===== config.mk =====
export PLATFORM = sky130hd
export DESIGN_NAME = callback_label_match_table
export DESIGN_NICKNAME = d
export VERILOG_FILES = /design/src/cblmt_pkg.sv /design/src/cblmt_ctrl.sv /design/src/cblmt_dpath.sv /design/src/callback_label_match_table.sv
export VERILOG_INCLUDE_DIRS = /design/src /design/src/src
export SDC_FILE = /design/constraint.sdc
export NUM_CORES = 2
export LEC_CHECK = 0
export BUFFER_PORTS_ARGS = -buffer_cell sky130_fd_sc_hd__buf_4
export CAP_MARGIN = 20
export CORE_MARGIN = 3
export CORE_UTILIZATION = 38
export CTS_CLUSTER_SIZE = 8
export DETAILED_ROUTE_END_ITERATION = 10
export GPL_ROUTABILITY_DRIVEN = 1
export GPL_TIMING_DRIVEN = 0
export MAX_ROUTING_LAYER = met4
export PLACE_DENSITY = 0.59
export SLEW_MARGIN = 20
export SYNTH_ARGS = -nofsm -noshare
export SYNTH_HDL_FRONTEND = slang
export SYNTH_HIERARCHICAL = 1
export SYNTH_SLANG_ARGS = --single-unit

===== constraint.sdc =====
create_clock -name aclk -period 26.7 [get_ports aclk]
set_clock_uncertainty 0.2 [all_clocks]
set_input_delay 2.67 -clock aclk [delete_from_list [all_inputs] [get_ports aclk]]
set_output_delay 2.67 -clock aclk [all_outputs]
set_load 0.01 [all_outputs]

===== src/callback_label_match_table_macros.svh =====
// ----------------------------------------------------------------------------
// callback_label_match_table_macros
// Assertion macros for the callback label match table.
// Empty when SYNTHESIS is defined.
// ----------------------------------------------------------------------------
`ifndef CALLBACK_LABEL_MATCH_TABLE_MACROS_SVH
`define CALLBACK_LABEL_MATCH_TABLE_MACROS_SVH

`ifndef SYNTHESIS
// checked outside reset only
`define CBLMT_ASSERT(name, clk, rst_n, prop, msg) \
    name: assert property (@(posedge clk) disable iff (!rst_n) prop) else $error(msg);
// checked at every edge, reset included
`define CBLMT_ASSERT_ALWAYS(name, clk, prop, msg) \
    name: assert property (@(posedge clk) prop) else $error(msg);
`else
`define CBLMT_ASSERT(name, clk, rst_n, prop, msg)
`define CBLMT_ASSERT_ALWAYS(name, clk, prop, msg)
`endif

`endif


===== src/cblmt_pkg.sv =====
// ----------------------------------------------------------------------------
// cblmt_pkg
// Shared constants, operation codes and control structs for the callback
// label match table.
// ----------------------------------------------------------------------------
package cblmt_pkg;

    localparam int DEPTH    = 16;                 // table slots, at most 0xFE
    localparam int IDX_W    = (DEPTH > 1) ? $clog2(DEPTH) : 1;
    localparam int WORD_W   = 32;                 // label, task and argument width
    localparam int KIND_W   = 3;
    localparam int RKIND_W  = 2;
    localparam int APB_AW   = 3;
    localparam int APB_DW   = 32;

    // operation codes
    localparam logic [KIND_W-1:0] KIND_REGISTER  = 3'd0;
    localparam logic [KIND_W-1:0] KIND_DEL_LABEL = 3'd1;
    localparam logic [KIND_W-1:0] KIND_DEL_TASK  = 3'd2;
    localparam logic [KIND_W-1:0] KIND_FIRE      = 3'd3;
    localparam logic [KIND_W-1:0] KIND_FIRE_ERR  = 3'd4;
    localparam logic [KIND_W-1:0] KIND_RELABEL   = 3'd5;
    localparam logic [KIND_W-1:0] KIND_CLEAR     = 3'd6;

    // result kinds
    localparam logic [RKIND_W-1:0] RES_STATUS   = 2'd0;
    localparam logic [RKIND_W-1:0] RES_DISPATCH = 2'd1;
    localparam logic [RKIND_W-1:0] RES_DONE     = 2'd2;

    // status codes
    localparam logic STAT_OK   = 1'b0;
    localparam logic STAT_FULL = 1'b1;

    // register indexes
    localparam logic REG_FRONT_QUEUE = 1'b0;

    typedef struct packed {
        logic ld_op;
        logic exec;
        logic emit_stat;
        logic emit_disp;
        logic emit_done;
    } cblmt_cmd_t;

    typedef struct packed {
        logic is_fire;
        logic pend_any;
        logic out_free;
    } cblmt_sts_t;

endpackage


===== src/cblmt_ctrl.sv =====
// ----------------------------------------------------------------------------
// cblmt_ctrl
// Sequencer: takes one operation, runs it on the table, then issues the
// status word or walks the pending dispatches and closes with done.
// ----------------------------------------------------------------------------
module cblmt_ctrl import cblmt_pkg::*; (
    input  logic       aclk,
    input  logic       aresetn,
    input  logic       s_valid,
    output logic       s_ready,
    input  cblmt_sts_t sts,
    output cblmt_cmd_t cmd
);

    localparam logic [1:0] ST_IDLE = 2'd0;
    localparam logic [1:0] ST_EXEC = 2'd1;
    localparam logic [1:0] ST_STAT = 2'd2;
    localparam logic [1:0] ST_DISP = 2'd3;

    logic [1:0] state_reg;
    logic [1:0] state_next;

    always_comb begin
        state_next = state_reg;
        cmd        = '0;
        s_ready    = 1'b0;
        case (state_reg)
            ST_IDLE: begin
                s_ready = 1'b1;
                if (s_valid) begin
                    cmd.ld_op  = 1'b1;
                    state_next = ST_EXEC;
                end
            end
            ST_EXEC: begin
                cmd.exec   = 1'b1;
                state_next = sts.is_fire ? ST_DISP : ST_STAT;
            end
            ST_STAT: begin
                if (sts.out_free) begin
                    cmd.emit_stat = 1'b1;
                    state_next    = ST_IDLE;
                end
            end
            ST_DISP: begin
                if (sts.out_free) begin
                    if (sts.pend_any) begin
                        cmd.emit_disp = 1'b1;
                    end else begin
                        cmd.emit_done = 1'b1;
                        state_next    = ST_IDLE;
                    end
                end
            end
            default: begin
                state_next = ST_IDLE;
            end
        endcase
    end

    always_ff @(posedge aclk) begin
        if (!aresetn) begin
            state_reg <= ST_IDLE;
        end else begin
            state_reg <= state_next;
        end
    end

`include "callback_label_match_table_macros.svh"

    `CBLMT_ASSERT(a_one_emit, aclk, aresetn, $onehot0({cmd.emit_stat, cmd.emit_disp, cmd.emit_done}), "more than one result issued in a cycle")
    `CBLMT_ASSERT(a_emit_needs_room, aclk, aresetn, (cmd.emit_stat || cmd.emit_disp || cmd.emit_done) |-> sts.out_free, "result issued into a full output register")
    `CBLMT_ASSERT(a_done_to_idle, aclk, aresetn, (cmd.emit_done || cmd.emit_stat) |=> s_ready, "not ready after the last word of a run")
    `CBLMT_ASSERT(a_exec_after_load, aclk, aresetn, cmd.ld_op |=> cmd.exec, "operation loaded but not executed")

endmodule


===== src/cblmt_dpath.sv =====
// ----------------------------------------------------------------------------
// cblmt_dpath
// Table storage, operation register, match logic, pending dispatch mask and
// the output register of the result channel.
// ----------------------------------------------------------------------------
module cblmt_dpath import cblmt_pkg::*; (
    input  logic                aclk,
    input  logic                aresetn,
    input  cblmt_cmd_t          cmd,
    output cblmt_sts_t          sts,
    input  logic                front_queue,
    input  logic [KIND_W-1:0]   s_kind,
    input  logic [WORD_W-1:0]   s_label,
    input  logic [WORD_W-1:0]   s_task_handle,
    input  logic [WORD_W-1:0]   s_first_arg,
    input  logic [WORD_W-1:0]   s_pointer_arg,
    input  logic [WORD_W-1:0]   s_new_label,
    output logic                m_valid,
    input  logic                m_ready,
    output logic [RKIND_W-1:0]  m_result_kind,
    output logic                m_status,
    output logic [WORD_W-1:0]   m_out_task,
    output logic [WORD_W-1:0]   m_out_first_arg,
    output logic [WORD_W-1:0]   m_out_pointer_arg,
    output logic                m_to_front,
    output logic                m_last
);

    // operation held for the whole run
    logic [KIND_W-1:0] op_kind_reg;
    logic [WORD_W-1:0] op_label_reg;
    logic [WORD_W-1:0] op_task_reg;
    logic [WORD_W-1:0] op_arg_reg;
    logic [WORD_W-1:0] op_ptr_reg;
    logic [WORD_W-1:0] op_nlab_reg;

    logic [WORD_W-1:0] label_reg [DEPTH];
    logic [WORD_W-1:0] task_reg  [DEPTH];
    logic [WORD_W-1:0] cnt_reg   [DEPTH];
    logic [WORD_W-1:0] ptr_reg   [DEPTH];

    logic [DEPTH-1:0]  pend_reg;
    logic              status_reg;

    logic              m_valid_reg;
    logic [RKIND_W-1:0] m_kind_reg;
    logic              m_status_reg;
    logic [WORD_W-1:0] m_task_reg;
    logic [WORD_W-1:0] m_arg_reg;
    logic [WORD_W-1:0] m_ptr_reg;
    logic              m_front_reg;
    logic              m_last_reg;

    logic              lab_nz;
    logic [DEPTH-1:0]  match;
    logic [DEPTH-1:0]  free;
    logic [DEPTH-1:0]  task_hit;
    logic [DEPTH-1:0]  task_nz;
    logic [IDX_W-1:0]  free_idx;
    logic              free_any;
    logic [IDX_W-1:0]  disp_idx;
    logic              is_fire;
    logic              out_free;

    assign lab_nz   = (op_label_reg != '0);
    assign is_fire  = (op_kind_reg == KIND_FIRE) || (op_kind_reg == KIND_FIRE_ERR);
    assign out_free = !m_valid_reg || m_ready;

    always_comb begin
        for (int i = 0; i < DEPTH; i++) begin
            match[i]    = lab_nz && (label_reg[i] == op_label_reg);
            free[i]     = (label_reg[i] == '0);
            task_hit[i] = !free[i] && (task_reg[i] == op_task_reg);
            task_nz[i]  = (task_reg[i] != '0);
        end
    end

    // lowest free slot and lowest pending dispatch
    always_comb begin
        free_idx = '0;
        disp_idx = '0;
        for (int i = DEPTH - 1; i >= 0; i--) begin
            if (free[i]) begin
                free_idx = IDX_W'(i);
            end
            if (pend_reg[i]) begin
                disp_idx = IDX_W'(i);
            end
        end
    end
    assign free_any = |free;

    assign sts.is_fire  = is_fire;
    assign sts.pend_any = |pend_reg;
    assign sts.out_free = out_free;

    always_ff @(posedge aclk) begin
        if (cmd.ld_op) begin
            op_kind_reg  <= s_kind;
            op_label_reg <= s_label;
            op_task_reg  <= s_task_handle;
            op_arg_reg   <= s_first_arg;
            op_ptr_reg   <= s_pointer_arg;
            op_nlab_reg  <= s_new_label;
        end
    end

    // labels: cleared by reset, every slot free
    always_ff @(posedge aclk) begin
        if (!aresetn) begin
            for (int i = 0; i < DEPTH; i++) begin
                label_reg[i] <= '0;
            end
        end else if (cmd.exec) begin
            case (op_kind_reg)
                KIND_REGISTER: begin
                    if (lab_nz && free_any) begin
                        label_reg[free_idx] <= op_label_reg;
                    end
                end
                KIND_DEL_LABEL, KIND_FIRE, KIND_FIRE_ERR: begin
                    for (int i = 0; i < DEPTH; i++) begin
                        if (match[i]) begin
                            label_reg[i] <= '0;
                        end
                    end
                end
                KIND_DEL_TASK: begin
                    for (int i = 0; i < DEPTH; i++) begin
                        if (task_hit[i]) begin
                            label_reg[i] <= '0;
                        end
                    end
                end
                KIND_RELABEL: begin
                    for (int i = 0; i < DEPTH; i++) begin
                        if (match[i]) begin
                            label_reg[i] <= op_nlab_reg;
                        end
                    end
                end
                KIND_CLEAR: begin
                    for (int i = 0; i < DEPTH; i++) begin
                        label_reg[i] <= '0;
                    end
                end
                default: begin
                end
            endcase
        end
    end

    always_ff @(posedge aclk) begin
        if (cmd.exec && (op_kind_reg == KIND_REGISTER) && lab_nz && free_any) begin
            task_reg[free_idx] <= op_task_reg;
            cnt_reg[free_idx]  <= op_arg_reg;
            ptr_reg[free_idx]  <= op_ptr_reg;
        end
    end

    // matches with a zero task are freed but never queued
    always_ff @(posedge aclk) begin
        if (!aresetn) begin
            pend_reg   <= '0;
            status_reg <= STAT_OK;
        end else begin
            if (cmd.exec) begin
                pend_reg   <= is_fire ? (match & task_nz) : '0;
                status_reg <= ((op_kind_reg == KIND_REGISTER) && lab_nz && !free_any)
                              ? STAT_FULL : STAT_OK;
            end else if (cmd.emit_disp) begin
                pend_reg[disp_idx] <= 1'b0;
            end
        end
    end

    always_ff @(posedge aclk) begin
        if (!aresetn) begin
            m_valid_reg <= 1'b0;
        end else if (cmd.emit_stat || cmd.emit_disp || cmd.emit_done) begin
            m_valid_reg <= 1'b1;
        end else if (m_ready) begin
            m_valid_reg <= 1'b0;
        end
    end

    always_ff @(posedge aclk) begin
        if (cmd.emit_disp) begin
            m_kind_reg   <= RES_DISPATCH;
            m_status_reg <= STAT_OK;
            m_task_reg   <= task_reg[disp_idx];
            m_arg_reg    <= (op_kind_reg == KIND_FIRE_ERR) ? op_arg_reg : cnt_reg[disp_idx];
            m_ptr_reg    <= ptr_reg[disp_idx];
            m_front_reg  <= (op_kind_reg == KIND_FIRE) ? front_queue : 1'b0;
            m_last_reg   <= 1'b0;
        end else if (cmd.emit_stat || cmd.emit_done) begin
            m_kind_reg   <= cmd.emit_done ? RES_DONE : RES_STATUS;
            m_status_reg <= cmd.emit_done ? STAT_OK : status_reg;
            m_task_reg   <= '0;
            m_arg_reg    <= '0;
            m_ptr_reg    <= '0;
            m_front_reg  <= 1'b0;
            m_last_reg   <= 1'b1;
        end
    end

    assign m_valid           = m_valid_reg;
    assign m_result_kind     = m_kind_reg;
    assign m_status          = m_status_reg;
    assign m_out_task        = m_task_reg;
    assign m_out_first_arg   = m_arg_reg;
    assign m_out_pointer_arg = m_ptr_reg;
    assign m_to_front        = m_front_reg;
    assign m_last            = m_last_reg;

`include "callback_label_match_table_macros.svh"

    `CBLMT_ASSERT_ALWAYS(a_out_idle_after_reset, aclk, !aresetn |=> !m_valid_reg, "output word valid after reset")
    `CBLMT_ASSERT(a_disp_task_nz, aclk, aresetn, (m_valid_reg && (m_kind_reg == RES_DISPATCH)) |-> (m_task_reg != '0), "dispatch of a zero task")
    `CBLMT_ASSERT(a_disp_not_last, aclk, aresetn, (m_valid_reg && (m_kind_reg == RES_DISPATCH)) |-> !m_last_reg, "dispatch word marked last")
    `CBLMT_ASSERT(a_pend_shrinks, aclk, aresetn, cmd.emit_disp |=> ($countones(pend_reg) == $countones($past(pend_reg)) - 1), "pending mask did not lose one bit")

endmodule


===== src/callback_label_match_table.sv =====
// ----------------------------------------------------------------------------
// callback_label_match_table
// Label match table of callback entries with register, delete, fire,
// relabel and clear operations, and an APB control register.
//
//   channel   direction  ports        word
//   s_        in         s_valid/rdy  one operation
//   m_        out        m_valid/rdy  status, dispatch or done
//   apb       in         psel..pready front_queue register
//
// An operation is executed in the cycle after it is taken; a non-fire
// operation then gives its status word, and a new word is taken only
// once that status word has been issued.
// A fire gives one dispatch word a cycle while the output register is
// free, then done; a single output register holds each word.
// Reset frees every slot at once; no clearing pass is needed.
// A stalled output holds the sequencer in place; nothing is taken meanwhile.
// ----------------------------------------------------------------------------
module callback_label_match_table import cblmt_pkg::*; (
    input  logic                aclk,
    input  logic                aresetn,
    input  logic                psel,
    input  logic                penable,
    input  logic                pwrite,
    input  logic [APB_AW-1:0]   paddr,
    input  logic [APB_DW-1:0]   pwdata,
    output logic [APB_DW-1:0]   prdata,
    output logic                pready,
    input  logic                s_valid,
    output logic                s_ready,
    input  logic [KIND_W-1:0]   s_kind,
    input  logic [WORD_W-1:0]   s_label,
    input  logic [WORD_W-1:0]   s_task_handle,
    input  logic [WORD_W-1:0]   s_first_arg,
    input  logic [WORD_W-1:0]   s_pointer_arg,
    input  logic [WORD_W-1:0]   s_new_label,
    output logic                m_valid,
    input  logic                m_ready,
    output logic [RKIND_W-1:0]  m_result_kind,
    output logic                m_status,
    output logic [WORD_W-1:0]   m_out_task,
    output logic [WORD_W-1:0]   m_out_first_arg,
    output logic [WORD_W-1:0]   m_out_pointer_arg,
    output logic                m_to_front,
    output logic                m_last
);

    logic       front_queue_reg;
    logic       reg_sel;
    cblmt_cmd_t cmd;
    cblmt_sts_t sts;

    assign pready  = 1'b1;
    assign reg_sel = paddr[2];

    always_ff @(posedge aclk) begin
        if (!aresetn) begin
            front_queue_reg <= 1'b0;
        end else if (psel && penable && pwrite && (reg_sel == REG_FRONT_QUEUE)) begin
            front_queue_reg <= pwdata[0];
        end
    end

    assign prdata = (reg_sel == REG_FRONT_QUEUE) ? {{(APB_DW-1){1'b0}}, front_queue_reg} : '0;

    cblmt_ctrl u_ctrl (
        .aclk    (aclk),
        .aresetn (aresetn),
        .s_valid (s_valid),
        .s_ready (s_ready),
        .sts     (sts),
        .cmd     (cmd)
    );

    cblmt_dpath u_dpath (
        .aclk              (aclk),
        .aresetn           (aresetn),
        .cmd               (cmd),
        .sts               (sts),
        .front_queue       (front_queue_reg),
        .s_kind            (s_kind),
        .s_label           (s_label),
        .s_task_handle     (s_task_handle),
        .s_first_arg       (s_first_arg),
        .s_pointer_arg     (s_pointer_arg),
        .s_new_label       (s_new_label),
        .m_valid           (m_valid),
        .m_ready           (m_ready),
        .m_result_kind     (m_result_kind),
        .m_status          (m_status),
        .m_out_task        (m_out_task),
        .m_out_first_arg   (m_out_first_arg),
        .m_out_pointer_arg (m_out_pointer_arg),
        .m_to_front        (m_to_front),
        .m_last            (m_last)
    );

endmodule

==> flow_metrics.py <==
metrics = {
    "detailed_routing": {
        "drc": 0,
        "routedWlPerCell_um": 41.7,
        "first_iter_violations": 15100,
        "wl_um": 522000,
        "vias": 83000,
        "detail-route-antenna-nets": 0,
        "routed_via_density": 6.63,
        "drtPass1Iterations": 7,
    },
    "placed_design": {
        "dpl.hpwl_um": 372000,
        "io_buffer_count": 275,
        "dp_cells": 12000,
        "gp_congestion": 1.07,
    },
    "final_layout": {
        "layout.cells.non_filler": 12500,
        "layout-drive-gt1-share_pct": 13.6,
        "multi_input_area_mm2": 0.0330,
        "nets": 9026,
        "fillers": 24000,
        "syn_to_final_growth_pct": 19.6,
        "register_area_mm2": 0.0676,
    },
    "clock_tree": {
        "cts_resized": 0,
        "post_cts_buffers": 0,
        "clockBufferDepth": 4,
        "cts_made_buffers": 333,
        "cts_tree": "done",
        "clock_tree.htree_level_count": 5,
        "clkLatencyLatePin_ps": 960,
        "ctsHoldBuffers": 0,
        "clk_pin_slew_worst_paths_ps": 50,
        "root_buffer": "clkbuf_16",
        "clock-sinks": 2333,
    },
    "timing": {
        "finalCriticalPeriod_ps": 6380,
        "relSlewSlack_pct": 10.6,
        "tightest_slew_ps": 1340,
        "rsz0062_at_grt": "false",
        "report.final.slew_viol_count": 0,
        "post-route-period-util_pct": 23.9,
        "finalSetupTns_ps": 0,
        "hold_violations": 0,
        "fmax_ghz": 0.157,
        "setup_violations": 0,
    },
    "synthesis": {
        "syn_area_mm2": 0.103,
        "syn_inst": 7985,
        "synth_ff_type": "edfxtp_1",
        "synth-seq-cells": 2333,
        "ys_warn_count": 6,
        "seq_area_frac_synth_pct": 65.5,
        "ys_types": 78,
        "postSynthAreaPerCell_um2": 12.9,
        "async_flop_share_pct": 0,
        "synth-edff-count": 2084,
    },
    "run_status": {
        "status": "finished, final reports clean",
    },
    "power_and_ir_drop": {
        "p_int_uw": 6500,
        "power_frac_comb_pct": 7.8,
        "p_sw_uw": 2210,
        "seq_power_share_pct": 47.3,
        "pwr-share-clk_pct": 44.8,
        "vdd.ir_drop.worst_v": 0.0000556,
        "power_leakage_uw": 0.0394,
        "swShare_pct": 25.4,
        "powerDensity_mw_per_mm2": 70.7,
    },
    "critical_path": {
        "cp.depth": 16,
        "path_buf_inv": 8,
        "path_max_fanout": 10,
        "path_cells": "nor4_1 -> nand4_1 -> nor2_1 -> or4_1 -> o211a_1 -> clkbuf_1 -> a41oi_1 -> nand2b_1 -> buf_1 -> nor3_2 -> buf_4 -> buf_6 -> buf_4 -> buf_4 -> buf_4 -> buf_4",
        "ff2ff_path_depth": 16,
        "crit_type": "flip-flop to flip-flop",
        "critPathArrivalTime_ps": 6800,
        "critPathMostFrequentCell": "buf_4",
        "crit_family": "simple AND/OR/NAND/NOR gates",
        "end_kind": "flip-flop",
        "crit_required_ps": 27120,
        "crit_path_top_delay_cell": "nor2_1",
        "cpPeakStageDelay_ps": 690,
        "start_kind": "flip-flop",
    },
    "global_routing": {
        "grt_first_pass_wirelength_um": 688000,
        "grt_pass1_vias": 78300,
        "grt_use_total_pct": 37.4,
        "antenna_found_initial": 34,
        "grt_max_degree": 57,
        "gr-total-overflow": 0,
    },
    "flow_run": {
        "maxCapViolCount": 0,
    },
    "floorplan": {
        "ioPinCount": 341,
        "fp-row-count": 190,
        "fp.dieH_um": 527,
        "start_util_pct": 38.3,
        "die-area_mm2": 0.278,
        "die_x_um": 527,
        "core_mm2": 0.269,
    },
    "worst_hold_path": {
        "whs_path_depth": 1,
        "min_path_type": "flip-flop to flip-flop",
    },
}
[worst paths after layout]
kind	start	to	slack (ps)
setup / recovery	u_dpath/label_reg[6][25]	u_dpath/ptr_reg[14][21]	20320
hold / removal	u_dpath/m_result_kind[0]	u_dpath/m_result_kind[0]	270
setup reg to reg	u_dpath/label_reg[6][25]	u_dpath/ptr_reg[14][21]	20320
hold reg to reg	u_dpath/m_result_kind[0]	u_dpath/m_result_kind[0]	270
[cell type report]
type / count / share of cell area (%)
flip-flops and latches: 2333 / 54.8
plain buffers: 714 / 2.53
repair buffers: 471 / 4.66
diodes: 33 / 0.0670
well taps: 3552 / 3.60
clock buffers: 431 / 7.14
multi-input cells: 4941 / 26.7
clock inverters: 28 / 0.370
inverters: 27 / 0.0862
[Yosys cell counts, drive strengths merged, types with 7 or more instances]
master,n,area (um^2)
edfxtp,2084,62600
nand2,921,3460
xnor2,540,4730
clkbuf,526,1970
xor2,484,4240
nor4,447,2800
o221ai,310,2720
a31oi,289,1810
o21ai,284,1420
dfxtp,249,4980
nand4,232,1450
buf,188,911
nand3,188,941
a21oi,181,906
a22oi,174,1310
nor2,152,571
a32o,119,1190
o2bb2ai,71,622
mux2i,62,621
a22o,61,534
a211oi,49,433
nor3,45,246
o41a,42,473
a31o,37,324
inv,26,97.6
a32oi,21,184
and3,21,131
o22ai,20,125
o221a,18,203
o31ai,17,128
and2,15,96.4
a21boi,12,90.1
or2,10,62.6
and4,7,65.1
[layout by cell type, fill, tap and decap left out, types with 43 or more instances in the layout]
cell type	instances
edfxtp_1	2084
nand2_1	921
xnor2_1	540
clkbuf_1	508
xor2_1	484
nor4_1	445
buf_4	353
clkbuf_16	336
o221ai_1	303
a31oi_1	288
o21ai_0	258
dfxtp_1	249
nand4_1	232
nand3_1	188
a21oi_1	180
a22oi_1	174
nor2_1	136
a32o_1	119
clkbuf_2	110
buf_2	98
o2bb2ai_1	71
buf_16	64
mux2i_1	62
a22o_1	61
buf_12	50
buf_1	43
[power groups by stage]
| stage | sequential (uW) | clock, uW | combinational [uW] |
|---|---|---|---|
| finish | 4130 | 3910 | 682 |
| global placement | 4220 | 0 | 577 |
| CTS | 4120 | 3940 | 643 |
| floorplan | 4160 | 0 | 289 |
| detailed placement | 4190 | 0 | 640 |
| global route | 4120 | 4090 | 676 |
[worst register-to-register path: cells and delay by family, from the launching register on]
| kind | cells | cell delay, ps |
|---|---|---|
| simple gates | 6 | 2880 |
| buf+inv | 8 | 2210 |
| flops | 1 | 420 |
| compound gates | 2 | 360 |
[metal layers]
metal / vias to the layer above / GRT usage [%] / part of all wire [%]
li1: 32700 / - / -
met1: 41400 / 45.1 / 36
met2: 7095 / 54.3 / 43
met3: 1813 / 10.0 / 12
met4: 0 / 26.3 / 8.7
met5: - / - / 0
[through the flow]
stage / total power (uW) / util (%) / cell area [um^2] / hold WS [ps] / worst slack (ps)
after detailed placement: 4830 / 42.4 / 114000 / 256 / 19840
after global routing: 8890 / 45.8 / 123000 / 286 / 20270
after global placement: 4800 / 40.8 / 110000 / 272 / 6660
final: 8710 / 45.9 / 123000 / 268 / 20320
after CTS: 8700 / 45.8 / 123000 / 267 / 20620
after floorplan: 4450 / - / 103000 / 247 / 17100
[logic make-up (layout without fill, tap and decap cells)]
kind of cell           Yosys count  count (layout)  share of synthesized area, %
other                            2              65                       0.00728
XOR/XNOR                      1024            1024                          8.70
AND/OR/NAND/NOR               2066            2066                          9.75
buffers and inverters          741            1671                          2.90
flip-flops                    2333            2333                          65.5
multiplexers                    62              62                         0.602
AO/OA/AOI/OAI                 1757            1757                          12.5
No activity file was read; power rests on OpenSTA's default activity.
